--- src/sync_length_crc_frame_receiver_macros.svh ---
// ----------------------------------------------------------------------------
// sync_length_crc_frame_receiver_macros
// assertion macros used by the frame receiver top module
// ----------------------------------------------------------------------------
`ifndef SYNC_LENGTH_CRC_FRAME_RECEIVER_MACROS_SVH
`define SYNC_LENGTH_CRC_FRAME_RECEIVER_MACROS_SVH

`ifndef NO_ASSERTIONS

// same-cycle implication
`define SLCFR_ASSERT_SAME(label, clk, rstn, ante, cons) \
    label: assert property (@(posedge clk) disable iff (!(rstn)) (ante) |-> (cons)) \
        else $error("frame receiver check failed");

// next-cycle implication
`define SLCFR_ASSERT_NEXT(label, clk, rstn, ante, cons) \
    label: assert property (@(posedge clk) disable iff (!(rstn)) (ante) |=> (cons)) \
        else $error("frame receiver check failed");

`else

`define SLCFR_ASSERT_SAME(label, clk, rstn, ante, cons)
`define SLCFR_ASSERT_NEXT(label, clk, rstn, ante, cons)

`endif

`endif

--- src/slcfr_pkg.sv ---
// ----------------------------------------------------------------------------
// slcfr_pkg
// types, codes and the crc step shared by the frame receiver modules
// ----------------------------------------------------------------------------
package slcfr_pkg;

    localparam int QUEUE_DEPTH = 4;
    localparam int QUEUE_AW    = $clog2(QUEUE_DEPTH);
    localparam int QUEUE_CW    = $clog2(QUEUE_DEPTH + 1);

    localparam logic [15:0] CRC_POLY = 16'h1021;

    // register indexes
    localparam logic [2:0] REG_SYNC_FIRST  = 3'd0;
    localparam logic [2:0] REG_SYNC_SECOND = 3'd1;
    localparam logic [2:0] REG_FRAME_TYPE  = 3'd2;
    localparam logic [2:0] REG_MAX_LENGTH  = 3'd3;
    localparam logic [2:0] REG_CRC_INIT    = 3'd4;

    // receive phases
    localparam logic [1:0] PH_HUNT    = 2'd0;
    localparam logic [1:0] PH_PAYLOAD = 2'd1;
    localparam logic [1:0] PH_CRC_LO  = 2'd2;
    localparam logic [1:0] PH_CRC_HI  = 2'd3;

    // back-end operations
    localparam logic [1:0] OP_START  = 2'd0;
    localparam logic [1:0] OP_DATA   = 2'd1;
    localparam logic [1:0] OP_CRC_LO = 2'd2;
    localparam logic [1:0] OP_END    = 2'd3;

    typedef struct packed {
        logic [7:0]  sync_first;
        logic [7:0]  sync_second;
        logic [7:0]  frame_type;
        logic [7:0]  max_length;
        logic [15:0] crc_init;
    } cfg_t;

    typedef struct packed {
        logic [1:0]  op;
        logic [7:0]  data;
        logic [15:0] seed;
        logic [7:0]  count;
    } cmd_t;

    typedef struct packed {
        logic                full;
        logic                empty;
        logic [QUEUE_CW-1:0] level;
    } q_stat_t;

    function automatic logic [15:0] crc_byte(input logic [15:0] crc, input logic [7:0] b);
        logic [15:0] c;
        c = crc ^ {b, 8'h00};
        for (int i = 0; i < 8; i++) begin
            if (c[15]) begin
                c = {c[14:0], 1'b0} ^ CRC_POLY;
            end else begin
                c = {c[14:0], 1'b0};
            end
        end
        return c;
    endfunction

endpackage

--- src/sync_length_crc_frame_receiver.sv ---
// ----------------------------------------------------------------------------
// sync_length_crc_frame_receiver
// sync/length/type header hunt with crc-16-ccitt check of each frame
//
//   channel   dir   handshake              payload
//   s_        in    s_valid / s_ready      s_in_byte
//   m_        out   m_valid / m_ready      m_out_byte, m_is_end, m_crc_good,
//                                          m_payload_count
//   cfg_      in    cfg_valid / cfg_ready  cfg_index, cfg_data
//
// one input beat per cycle while the queue has room; a result reaches m_ once its beat
// has passed front classify and queue write, then back crc step into the result register
// the four-entry queue lets the front take beats while the result side stalls
// synchronous active-low reset; no clearing pass, ready right after reset
// cfg_ready is always high; registers take the write at once
// ----------------------------------------------------------------------------
`include "sync_length_crc_frame_receiver_macros.svh"

module sync_length_crc_frame_receiver (
    input  logic        aclk,
    input  logic        aresetn,
    input  logic        s_valid,
    output logic        s_ready,
    input  logic [7:0]  s_in_byte,
    output logic        m_valid,
    input  logic        m_ready,
    output logic [7:0]  m_out_byte,
    output logic        m_is_end,
    output logic        m_crc_good,
    output logic [7:0]  m_payload_count,
    input  logic        cfg_valid,
    output logic        cfg_ready,
    input  logic [2:0]  cfg_index,
    input  logic [15:0] cfg_data
);

    slcfr_pkg::cfg_t    cfg_reg, cfg_next;
    slcfr_pkg::cmd_t    push_cmd;
    slcfr_pkg::cmd_t    head;
    slcfr_pkg::q_stat_t q_stat;
    logic               push;
    logic               pop;
    logic               status_clear;

    assign cfg_ready    = 1'b1;
    assign status_clear = !m_crc_good && (m_payload_count == 8'd0);

    always_comb begin
        cfg_next = cfg_reg;
        if (cfg_valid && cfg_ready) begin
            unique case (cfg_index)
                slcfr_pkg::REG_SYNC_FIRST:  cfg_next.sync_first  = cfg_data[7:0];
                slcfr_pkg::REG_SYNC_SECOND: cfg_next.sync_second = cfg_data[7:0];
                slcfr_pkg::REG_FRAME_TYPE:  cfg_next.frame_type  = cfg_data[7:0];
                slcfr_pkg::REG_MAX_LENGTH:  cfg_next.max_length  = cfg_data[7:0];
                slcfr_pkg::REG_CRC_INIT:    cfg_next.crc_init    = cfg_data;
                default:                    cfg_next = cfg_reg;
            endcase
        end
    end

    always_ff @(posedge aclk) begin
        if (!aresetn) begin
            cfg_reg.sync_first  <= 8'h00;
            cfg_reg.sync_second <= 8'h00;
            cfg_reg.frame_type  <= 8'h00;
            cfg_reg.max_length  <= 8'hFF;
            cfg_reg.crc_init    <= 16'hFFFF;
        end else begin
            cfg_reg <= cfg_next;
        end
    end

    slcfr_front u_front (
        .aclk      (aclk),
        .aresetn   (aresetn),
        .cfg       (cfg_reg),
        .s_valid   (s_valid),
        .s_ready   (s_ready),
        .s_in_byte (s_in_byte),
        .q_full    (q_stat.full),
        .push      (push),
        .cmd       (push_cmd)
    );

    slcfr_queue u_queue (
        .aclk     (aclk),
        .aresetn  (aresetn),
        .push     (push),
        .push_cmd (push_cmd),
        .pop      (pop),
        .head     (head),
        .stat     (q_stat)
    );

    slcfr_back u_back (
        .aclk            (aclk),
        .aresetn         (aresetn),
        .head            (head),
        .head_valid      (!q_stat.empty),
        .pop             (pop),
        .m_valid         (m_valid),
        .m_ready         (m_ready),
        .m_out_byte      (m_out_byte),
        .m_is_end        (m_is_end),
        .m_crc_good      (m_crc_good),
        .m_payload_count (m_payload_count)
    );

    `SLCFR_ASSERT_SAME(a_payload_no_status, aclk, aresetn, m_valid && !m_is_end, status_clear)
    `SLCFR_ASSERT_SAME(a_end_zero_byte, aclk, aresetn, m_valid && m_is_end, m_out_byte == 8'd0)
    `SLCFR_ASSERT_SAME(a_full_stalls_input, aclk, aresetn, q_stat.full, !s_ready && !push)
    `SLCFR_ASSERT_NEXT(a_full_not_drained, aclk, aresetn, q_stat.full, !q_stat.empty)

endmodule

--- src/slcfr_front.sv ---
// ----------------------------------------------------------------------------
// slcfr_front
// header hunt and frame phase tracking, issues one command per useful beat
// ----------------------------------------------------------------------------
module slcfr_front (
    input  logic              aclk,
    input  logic              aresetn,
    input  slcfr_pkg::cfg_t   cfg,
    input  logic              s_valid,
    output logic              s_ready,
    input  logic [7:0]        s_in_byte,
    input  logic              q_full,
    output logic              push,
    output slcfr_pkg::cmd_t   cmd
);

    logic [23:0] window_reg, window_next;
    logic [1:0]  fill_reg, fill_next;
    logic [1:0]  phase_reg, phase_next;
    logic [7:0]  left_reg, left_next;
    logic [7:0]  total_reg, total_next;

    logic        accept;
    logic        hdr_ok;
    logic [7:0]  len;
    logic [7:0]  len_m1;

    assign s_ready = !q_full;
    assign accept  = s_valid && s_ready;
    assign len     = window_reg[7:0];
    assign len_m1  = len - 8'd1;
    assign hdr_ok  = (fill_reg == 2'd3) && (window_reg[23:16] == cfg.sync_first) &&
                     (window_reg[15:8] == cfg.sync_second) && (s_in_byte == cfg.frame_type) &&
                     (len != 8'd0) && (len <= cfg.max_length);

    always_comb begin
        window_next = window_reg;
        fill_next   = fill_reg;
        phase_next  = phase_reg;
        left_next   = left_reg;
        total_next  = total_reg;
        push        = 1'b0;
        cmd.op      = slcfr_pkg::OP_DATA;
        cmd.data    = s_in_byte;
        cmd.seed    = cfg.crc_init;
        cmd.count   = total_reg;
        if (accept) begin
            unique case (phase_reg)
                slcfr_pkg::PH_HUNT: begin
                    if (hdr_ok) begin
                        push        = 1'b1;
                        cmd.op      = slcfr_pkg::OP_START;
                        left_next   = len_m1;
                        total_next  = len_m1;
                        phase_next  = (len_m1 == 8'd0) ? slcfr_pkg::PH_CRC_LO
                                                       : slcfr_pkg::PH_PAYLOAD;
                        window_next = '0;
                        fill_next   = '0;
                    end else begin
                        window_next = {window_reg[15:0], s_in_byte};
                        if (fill_reg != 2'd3) begin
                            fill_next = fill_reg + 2'd1;
                        end
                    end
                end
                slcfr_pkg::PH_PAYLOAD: begin
                    push      = 1'b1;
                    cmd.op    = slcfr_pkg::OP_DATA;
                    left_next = left_reg - 8'd1;
                    if (left_reg == 8'd1) begin
                        phase_next = slcfr_pkg::PH_CRC_LO;
                    end
                end
                slcfr_pkg::PH_CRC_LO: begin
                    push       = 1'b1;
                    cmd.op     = slcfr_pkg::OP_CRC_LO;
                    phase_next = slcfr_pkg::PH_CRC_HI;
                end
                slcfr_pkg::PH_CRC_HI: begin
                    push        = 1'b1;
                    cmd.op      = slcfr_pkg::OP_END;
                    phase_next  = slcfr_pkg::PH_HUNT;
                    window_next = '0;
                    fill_next   = '0;
                    left_next   = '0;
                end
                default: begin
                    phase_next = slcfr_pkg::PH_HUNT;
                end
            endcase
        end
    end

    always_ff @(posedge aclk) begin
        if (!aresetn) begin
            window_reg <= '0;
            fill_reg   <= '0;
            phase_reg  <= slcfr_pkg::PH_HUNT;
            left_reg   <= '0;
            total_reg  <= '0;
        end else begin
            window_reg <= window_next;
            fill_reg   <= fill_next;
            phase_reg  <= phase_next;
            left_reg   <= left_next;
            total_reg  <= total_next;
        end
    end

endmodule

--- src/slcfr_queue.sv ---
// ----------------------------------------------------------------------------
// slcfr_queue
// short command queue between the front and back ends
// ----------------------------------------------------------------------------
module slcfr_queue (
    input  logic                aclk,
    input  logic                aresetn,
    input  logic                push,
    input  slcfr_pkg::cmd_t     push_cmd,
    input  logic                pop,
    output slcfr_pkg::cmd_t     head,
    output slcfr_pkg::q_stat_t  stat
);

    slcfr_pkg::cmd_t                   slot_reg [slcfr_pkg::QUEUE_DEPTH];
    logic [slcfr_pkg::QUEUE_AW-1:0]    wr_ptr_reg, wr_ptr_next;
    logic [slcfr_pkg::QUEUE_AW-1:0]    rd_ptr_reg, rd_ptr_next;
    logic [slcfr_pkg::QUEUE_CW-1:0]    level_reg, level_next;
    logic                              do_push;
    logic                              do_pop;

    assign stat.full  = (level_reg == slcfr_pkg::QUEUE_CW'(slcfr_pkg::QUEUE_DEPTH));
    assign stat.empty = (level_reg == '0);
    assign stat.level = level_reg;
    assign head       = slot_reg[rd_ptr_reg];
    assign do_push    = push && !stat.full;
    assign do_pop     = pop && !stat.empty;

    always_comb begin
        wr_ptr_next = do_push ? wr_ptr_reg + 1'b1 : wr_ptr_reg;
        rd_ptr_next = do_pop ? rd_ptr_reg + 1'b1 : rd_ptr_reg;
        level_next  = level_reg;
        if (do_push && !do_pop) begin
            level_next = level_reg + 1'b1;
        end else if (do_pop && !do_push) begin
            level_next = level_reg - 1'b1;
        end
    end

    always_ff @(posedge aclk) begin
        if (do_push) begin
            slot_reg[wr_ptr_reg] <= push_cmd;
        end
    end

    always_ff @(posedge aclk) begin
        if (!aresetn) begin
            wr_ptr_reg <= '0;
            rd_ptr_reg <= '0;
            level_reg  <= '0;
        end else begin
            wr_ptr_reg <= wr_ptr_next;
            rd_ptr_reg <= rd_ptr_next;
            level_reg  <= level_next;
        end
    end

endmodule

--- src/slcfr_back.sv ---
// ----------------------------------------------------------------------------
// slcfr_back
// crc engine and result register, carries out queued commands
// ----------------------------------------------------------------------------
module slcfr_back (
    input  logic                aclk,
    input  logic                aresetn,
    input  slcfr_pkg::cmd_t     head,
    input  logic                head_valid,
    output logic                pop,
    output logic                m_valid,
    input  logic                m_ready,
    output logic [7:0]          m_out_byte,
    output logic                m_is_end,
    output logic                m_crc_good,
    output logic [7:0]          m_payload_count
);

    logic [15:0] crc_reg, crc_next;
    logic [7:0]  low_reg, low_next;
    logic        valid_reg, valid_next;
    logic [7:0]  byte_reg, byte_next;
    logic        end_reg, end_next;
    logic        good_reg, good_next;
    logic [7:0]  count_reg, count_next;

    logic        emits;
    logic        out_free;

    assign emits    = (head.op == slcfr_pkg::OP_DATA) || (head.op == slcfr_pkg::OP_END);
    assign out_free = !valid_reg || m_ready;
    assign pop      = head_valid && (!emits || out_free);

    always_comb begin
        crc_next   = crc_reg;
        low_next   = low_reg;
        valid_next = valid_reg && !m_ready;
        byte_next  = byte_reg;
        end_next   = end_reg;
        good_next  = good_reg;
        count_next = count_reg;
        if (pop) begin
            unique case (head.op)
                slcfr_pkg::OP_START: begin
                    crc_next = slcfr_pkg::crc_byte(head.seed, head.data);
                end
                slcfr_pkg::OP_DATA: begin
                    crc_next   = slcfr_pkg::crc_byte(crc_reg, head.data);
                    valid_next = 1'b1;
                    byte_next  = head.data;
                    end_next   = 1'b0;
                    good_next  = 1'b0;
                    count_next = '0;
                end
                slcfr_pkg::OP_CRC_LO: begin
                    low_next = head.data;
                end
                slcfr_pkg::OP_END: begin
                    valid_next = 1'b1;
                    byte_next  = '0;
                    end_next   = 1'b1;
                    good_next  = ({head.data, low_reg} == crc_reg);
                    count_next = head.count;
                end
                default: begin
                    crc_next = crc_reg;
                end
            endcase
        end
    end

    always_ff @(posedge aclk) begin
        if (!aresetn) begin
            crc_reg   <= 16'hFFFF;
            low_reg   <= '0;
            valid_reg <= 1'b0;
        end else begin
            crc_reg   <= crc_next;
            low_reg   <= low_next;
            valid_reg <= valid_next;
        end
    end

    always_ff @(posedge aclk) begin
        byte_reg  <= byte_next;
        end_reg   <= end_next;
        good_reg  <= good_next;
        count_reg <= count_next;
    end

    assign m_valid         = valid_reg;
    assign m_out_byte      = byte_reg;
    assign m_is_end        = end_reg;
    assign m_crc_good      = good_reg;
    assign m_payload_count = count_reg;

endmodule
--- config.mk ---
export PLATFORM = sky130hd
export DESIGN_NAME = sync_length_crc_frame_receiver
export DESIGN_NICKNAME = d
export VERILOG_FILES = /design/src/slcfr_pkg.sv /design/src/sync_length_crc_frame_receiver.sv /design/src/slcfr_front.sv /design/src/slcfr_queue.sv /design/src/slcfr_back.sv
export VERILOG_INCLUDE_DIRS = /design/src /design/src/src
export SDC_FILE = /design/constraint.sdc
export NUM_CORES = 1
export LEC_CHECK = 0
export BUFFER_PORTS_ARGS = -buffer_cell sky130_fd_sc_hd__buf_2
export CAP_MARGIN = 20
export CORE_UTILIZATION = 58
export CTS_BUF_LIST = sky130_fd_sc_hd__clkbuf_4 sky130_fd_sc_hd__clkbuf_8
export DETAILED_ROUTE_END_ITERATION = 10
export PLACE_DENSITY = 0.85
export RECOVER_POWER = 100
export SKIP_CTS_REPAIR_TIMING = 1
export SYNTH_ARGS = -nofsm -noshare
export SYNTH_HDL_FRONTEND = slang
export SYNTH_SLANG_ARGS = --single-unit
--- constraint.sdc ---
create_clock -name aclk -period 3.35 [get_ports aclk]
set_clock_uncertainty 0.15 [all_clocks]
set_input_delay 0.1675 -clock aclk [delete_from_list [all_inputs] [get_ports aclk]]
set_output_delay 0.1675 -clock aclk [all_outputs]
set_load 0.05 [all_outputs]
==> metrics.md, run 1 <==
| Metric | Value |
|---|---|
| Synth Cell Area | `12000 um^2` |
| IO buf count | `51` |
| Max Clk Rate | `313.4 MHz` |
| Core area | `20230 um^2` |
| DRC | `0` |
| Tot Pwr | `9.470 mW` |
| Area Growth Syn to Fin | `13.65%` |
| Seq cells post-synth | `280` |
| Initial Util | `59.28%` |
| Share of cells above drive strength 1 | `16.65%` |
| Status | `complete, but fails checks` |
| Most frequent CP cell | `clkbuf_1` |
| Max Root-Sink Buffers | `3` |
| CP Data Required Time | `3.40 ns` |
| Die Y | `145.8 um` |
| Largest net degree at the start of global routing | `50` |
| Htree depth | `2` |
| Synth area leader | `edfxtp_1` |
| Worst hold slack | `-0.03804 ns` |
| Final wirelength | `25750 um` |
| RSZ-0062 raised after global routing | `no` |
| Largest register FFs | `136` |
| Seq/Total Area, Yosys | `59.58%` |
| Syn Area/Cell | `12.55 um^2` |
| Relative slew slack | `-15.56%` |
| Reg-to-Reg End | `u_queue.slot_reg[2][13]` |
| Die ar. | `21260 um^2` |
| Critical Path Start Type | `input pin` |
| FP Rows | `52` |
| Ports | `53` |
| TritonCTS clock tree | `yes` |
| CTS buffer count | `43` |
| Setup TNS Final | `0 ns` |
| FFs w/ async S/R, synth | `0%` |
| Ranking of synthesized cells by area | `edfxtp_1 (39%), dfxtp_1 (21%), mux4_2 (6.2%)` |
| Maxcap violations | `1` |
| HP Class | `in2reg` |
| Vias in the first global route | `7665` |
| Reg-to-reg startpoint | `u_front.window_reg[22]` |
| Slew at the pin with the worst max-slew slack | `1.733 ns` |
| Failing checks | `negative hold slack, max-capacitance violations, max-slew violations` |
| Total track usage | `24.33%` |
| Critical Path, Cell by Cell | `dlygate4sd3_1, clkbuf_1, xor2_1, nor4_1, nand3_1, nor4_4, nand2_1, a21oi_2, clkbuf_1, and2_0, buf_4` |
| Gate Count Post-Synth | `956` |
| Final Wtd Congestion | `0.8889` |
| Latest clock arrival within the worst-skew pair | `0.56 ns` |
| DRT Pass-1 Iters | `5` |
| Critical Path AT | `3.24 ns` |
| Synth Warn # | `0` |
| DRT iter0 DRCs | `607` |
| Post-route minimum period | `3.191 ns` |
| Drt via density | `5.715` |
| Fin crit share | `95.25%` |
| CP Capture Point | `u_queue.slot_reg[2][13]` |
| Main synth FF type | `edfxtp_1` |
| DIE WIDTH | `145.8 um` |
| Slowest stage cell, crit path | `dlygate4sd3_1` |
| Final number of hold-violating endpoints | `8` |
| Most frequent cells in the layout | `edfxtp_1 (154), dfxtp_1 (126), nand2_1 (103), nor2_1 (83), clkbuf_8 (49)` |
| CP bufs+invs | `4` |
| Global-route wire length before repair | `40250 um` |
| WL/cell | `18.98 um` |
| Setup-failing EPs final | `0` |
| Cell variety after synth | `61` |
| # diodes | `0` |
| Crit Path Class | `in2reg` |
| Post-synth EDFFs | `154` |
| Vias | `7755` |
| PwrDens | `694.7 nW/um^2` |
| Worst Setup End Kind | `flop` |
| Worst Setup SP | `s_in_byte[7]` |
| Critical path depth | `11` |
| Maximum VDD drop | `432.4 uV` |
| Clock Sinks | `280` |
| CP max FO | `34` |
| Pleak | `4.953 nW` |
| Total Nets Final | `1110` |
| Post-synth top area share | `38.55%` |
| Pins Over Slew Limit | `28` |
| Initial antenna violation count | `0` |
| Syn Nets | `1013` |
| Max incr delay on CP | `0.53 ns` |
| GR Overflow Total | `0` |
| Register clock-pin slew on the reported worst setup and hold paths | `0.06 ns` |
| Commonest non-fill, non-tap cell in the layout | `edfxtp_1` |
| Routed Antenna Nets | `0` |
| R2R Setup Slk | `0.19 ns` |
| R2R depth | `9` |
| DP Wirelength | `16330 um` |
| Root buffer cell | `clkbuf_8` |
| CP top delay family | `buffers and inverters` |
==> Yosys cell counts (4+ instances only) <==
master,instances
xnor2_1,34
buf_2,11
o31ai_1,7
a21oi_1,38
nor2_1,83
dfxtp_1,126
xor2_1,44
nand3_1,23
a22oi_1,25
nor3_1,8
and3_1,13
ha_1,24
xnor2_2,10
nand4_1,4
mux2i_1,29
mux4_2,33
buf_1,5
inv_1,25
clkbuf_1,29
o21ai_1,10
nand2_1,103
o211ai_1,10
nor4_1,10
a211oi_1,7
or3_1,4
edfxtp_1,154
o21ai_0,20
nor2b_1,5
and2_1,12
==> power by group <==
part           switching [mW]  internal, mW
logic                    1.37          1.24
clock network            1.30          1.62
registers               0.164          3.77
total                    2.84          6.63
==> tightest hold or removal path: stages <==
cell     delay [ns]
buf_2          0.11
nand2_1        0.06
nor2_1         0.13
nand2_1        0.10
a21oi_1        0.05
==> final cells by class <==
class / count / area [um^2]
tap: 270 / 337.8
clock buffer: 67 / 809.5
clock inverter: 12 / 88.84
inverter: 27 / 101.3
sequential: 280 / 7147
timing repair buffer: 104 / 681.9
fill: 1366 / 6601
multi-input combinational: 597 / 4467
==> routing by layer <==
layer / vias up / share of wire [%] / global-route usage [%]
met5: - / 0 / 0
met4: 0 / 2.0 / 8.000
met3: 45 / 6.5 / 5.110
met2: 275 / 50 / 40.22
met1: 3803 / 42 / 32.17
li1: 3632 / - / -
==> logic make-up after synthesis <==
logic type / after synthesis / share of synthesized area, %
AOI/OAI and AO/OA: 133 / 7.114
xor gates and xnor gates: 93 / 7.917
adders and majority gates: 25 / 2.670
buffers and inverters: 79 / 3.004
DFF: 280 / 59.58
muxes: 66 / 9.117
other: 1 / 0.03126
and+or+nand+nor: 279 / 10.57
==> stage by stage <==
| stage | util (%) | instance area [um^2] | cells | setup WS (ns) | hold WS, ns |
|---|---|---|---|---|---|
| after global placement | 62.30 | 12610 | 1251 | 0.3387 | 0.2260 |
| after CTS | 66.74 | 13500 | 1330 | 0.1893 | -0.3438 |
| final | 67.38 | 13630 | 1357 | 0.1591 | -0.03804 |
| after global routing | 67.38 | 13630 | 1357 | 0.01494 | 0.004020 |
| after detailed placement | 62.30 | 12610 | 1251 | 0.2011 | 0.2322 |
| after floorplan | - | 12000 | 956 | 0.1515 | 0.1164 |
==> worst min-delay path by stage <==
stage	depth (start not counted)	from	slack (ns)	to
finish	5	cfg_index[1]	-0.04	cfg_reg[30]
global route	5	cfg_index[1]	0.004	cfg_reg[28]
CTS	3	cfg_data[15]	-0.34	cfg_reg[15]
detailed placement	3	cfg_data[15]	0.23	cfg_reg[15]
global placement	3	cfg_data[14]	0.23	cfg_reg[14]
floorplan	0	s_in_byte[0]	0.12	u_queue.slot_reg[0][24]
Power figures use the tool's default switching activity.
==> run 2, diff against run 1 <==
--- a/config.mk
+++ b/config.mk
@@ -12,7 +12,6 @@
 export CTS_BUF_LIST = sky130_fd_sc_hd__clkbuf_4 sky130_fd_sc_hd__clkbuf_8
 export DETAILED_ROUTE_END_ITERATION = 10
 export PLACE_DENSITY = 0.85
-export RECOVER_POWER = 100
 export SKIP_CTS_REPAIR_TIMING = 1
 export SYNTH_ARGS = -nofsm -noshare
 export SYNTH_HDL_FRONTEND = slang
==> metrics.md, run 2 (synthesis results as in run 1) <==
| Metric | Value |
|---|---|
| Status | `complete, but fails checks` |
| Failing checks | `negative hold slack` |
| GR Overflow Total | `0 (unchanged)` |
| Final number of hold-violating endpoints | `8 (unchanged)` |
| Critical Path AT | `3.52 ns (+0.28 ns)` |
| RSZ-0062 raised after global routing | `no` |
| Vias in the first global route | `7665 (unchanged)` |
| Total track usage | `24.33% (unchanged)` |
| Largest register FFs | `136 (unchanged)` |
| Pins Over Slew Limit | `0 (-100%)` |
| Ports | `53 (unchanged)` |
| Most frequent cells in the layout | `edfxtp_1 (154), dfxtp_1 (125), nand2_1 (103), nor2_1 (83), buf_2 (51)` |
| CP max FO | `6 (-82%)` |
| Slew at the pin with the worst max-slew slack | `0.9456 ns (-0.7878 ns)` |
| Register clock-pin slew on the reported worst setup and hold paths | `0.06 ns (about the same)` |
| # diodes | `0 (unchanged)` |
| Latest clock arrival within the worst-skew pair | `0.56 ns (about the same)` |
| DRT Pass-1 Iters | `5 (unchanged)` |
| Initial Util | `59.28% (unchanged)` |
| Largest net degree at the start of global routing | `50 (unchanged)` |
| Busiest grt layer | `met2` |
| DIE WIDTH | `145.8 um (unchanged)` |
| Fin crit share | `95.04% (-0.21 points)` |
| Critical Path, Cell by Cell | `dlygate4sd3_1, buf_2, xor2_1, nor4_1, nand2_1, nor4_4, nand2_1, a21oi_2, ha_1, inv_1, fa_1, xor2_1, or3_1, a21oi_1` |
| Critical Path Start Type | `input pin` |
| Maxcap violations | `0 (-1)` |
| Htree depth | `2 (unchanged)` |
| Met2 usage | `40.22% (unchanged)` |
| TritonCTS clock tree | `yes` |
| Commonest non-fill, non-tap cell in the layout | `edfxtp_1` |
| Fillcell total | `1330 (-2.6%)` |
| Final Wtd Congestion | `0.8889 (unchanged)` |
| Maximum VDD drop | `434.7 uV (+0.54%)` |
| Initial antenna violation count | `0 (unchanged)` |
| Routed Antenna Nets | `0 (unchanged)` |
| Core area | `20230 um^2 (unchanged)` |
| CTS buffer count | `43 (unchanged)` |
| Setup-failing EPs final | `0 (unchanged)` |
| DRC | `0 (unchanged)` |
| Pleak | `5.100 nW (+3.0%)` |
| Worst Setup End Kind | `flop` |
| Final wirelength | `25790 um (+0.15%)` |
| Crit Path Class | `in2reg` |
| Max incr delay on CP | `0.55 ns (+0.02 ns)` |
| Drt via density | `5.733 (+0.32%)` |
| Die ar. | `21260 um^2 (unchanged)` |
| GR Layer Usage met3 | `5.110% (unchanged)` |
| Setup TNS Final | `0 ns (unchanged)` |
| Met1 GRT Util | `32.17% (unchanged)` |
| Max Clk Rate | `314.1 MHz (+0.23%)` |
| Total Nets Final | `1110 (unchanged)` |
| Relative slew slack | `36.96% (+53 points)` |
| FP Rows | `52 (unchanged)` |
| Vias | `7780 (+0.32%)` |
| IO buf count | `51 (unchanged)` |
| Slowest stage cell, crit path | `dlygate4sd3_1` |
| Root buffer cell | `clkbuf_8` |
| Worst hold slack | `-0.03838 ns (-0.0003369 ns)` |
| Max Root-Sink Buffers | `3 (unchanged)` |
| DRT iter0 DRCs | `662 (+9.1%)` |
| Die Y | `145.8 um (unchanged)` |
| DP Wirelength | `16330 um (unchanged)` |
| PwrDens | `691.4 nW/um^2 (-0.47%)` |
| WL/cell | `19.00 um (+0.15%)` |
| CP Data Required Time | `3.69 ns (+0.29 ns)` |
| HP Class | `in2reg` |
| Share of cells above drive strength 1 | `20.33% (+3.7 points)` |
| Clock Sinks | `280 (unchanged)` |
| Area Growth Syn to Fin | `14.88%` |
| Global-route wire length before repair | `40250 um (unchanged)` |
| Post-route minimum period | `3.184 ns (-0.007196 ns)` |
-- run 2: cell count changes in the layout (fill, tap and decap cells not counted), sizes merged --
cell / before / now
buf: 43 / 77
clkbuf: 101 / 67
-- run 2: where the power goes --
group	total [mW]	internal [mW]	switching [mW]
combinational	2.66	1.27	1.39
clock	2.93	1.62	1.31
sequential	3.93	3.77	0.166
total	9.53	6.66	2.87
-- run 2: metrics by stage --
| stage | power [mW] | worst slack (ns) | utilization, % | instances | area, um^2 |
|---|---|---|---|---|---|
| 2_1_floorplan | 6.093 | 0.1515 | - | 956 | 12000 |
| 3_5_place_dp | 6.610 | 0.2011 | 62.30 | 1251 | 12610 |
| 3_3_place_gp | 6.554 | 0.3387 | 62.30 | 1251 | 12610 |
| 5_1_grt | 9.967 | 0.01045 | 68.11 | 1357 | 13780 |
| 6_report | 9.528 | 0.1663 | 68.11 | 1357 | 13780 |
| 4_1_cts | 9.530 | 0.1893 | 66.74 | 1330 | 13500 |
-- run 2: worst max-delay path: cells and delay by family --
family | cells | cell delay [ns]
fa+ha+maj | 2 | 0.57
simple gates | 5 | 1.32
buf+inv | 3 | 0.79
xor+xnor | 2 | 0.34
compound gates | 2 | 0.33
-- run 2: routing by layer --
| layer | routed length [um] | vias to the layer above |
|---|---|---|
| met5 | 0 | - |
| met1 | 10650 | 3807 |
| met3 | 1676 | 50 |
| met2 | 12810 | 297 |
| li1 | - | 3626 |
| met4 | 645 | 0 |
-- run 2: layout make-up --
type                            instances  area [um^2]  share of cell area [%]
Clock buffer                           67        809.5                   5.874
Inverter                               27        101.3                  0.7354
Tap cell                              270        337.8                   2.451
Timing Repair Buffer                  104        795.8                   5.774
Multi-Input combinational cell        597         4499                   32.65
Clock inverter                         12        88.84                  0.6446
Sequential cell                       280         7148                   51.87
-- run 2: worst paths after layout --
path / start / endpoint / slack, ns / depth (start not counted)
setup reg to reg: u_front.window_reg[22] / u_queue.level_reg[2] / 0.17 / 12
hold reg to reg: cfg_reg[30] / cfg_reg[30] / 0.32 / 2
setup / recovery: s_in_byte[1] / u_queue.level_reg[2] / 0.17 / 14
hold / removal: cfg_index[1] / cfg_reg[30] / -0.04 / 5
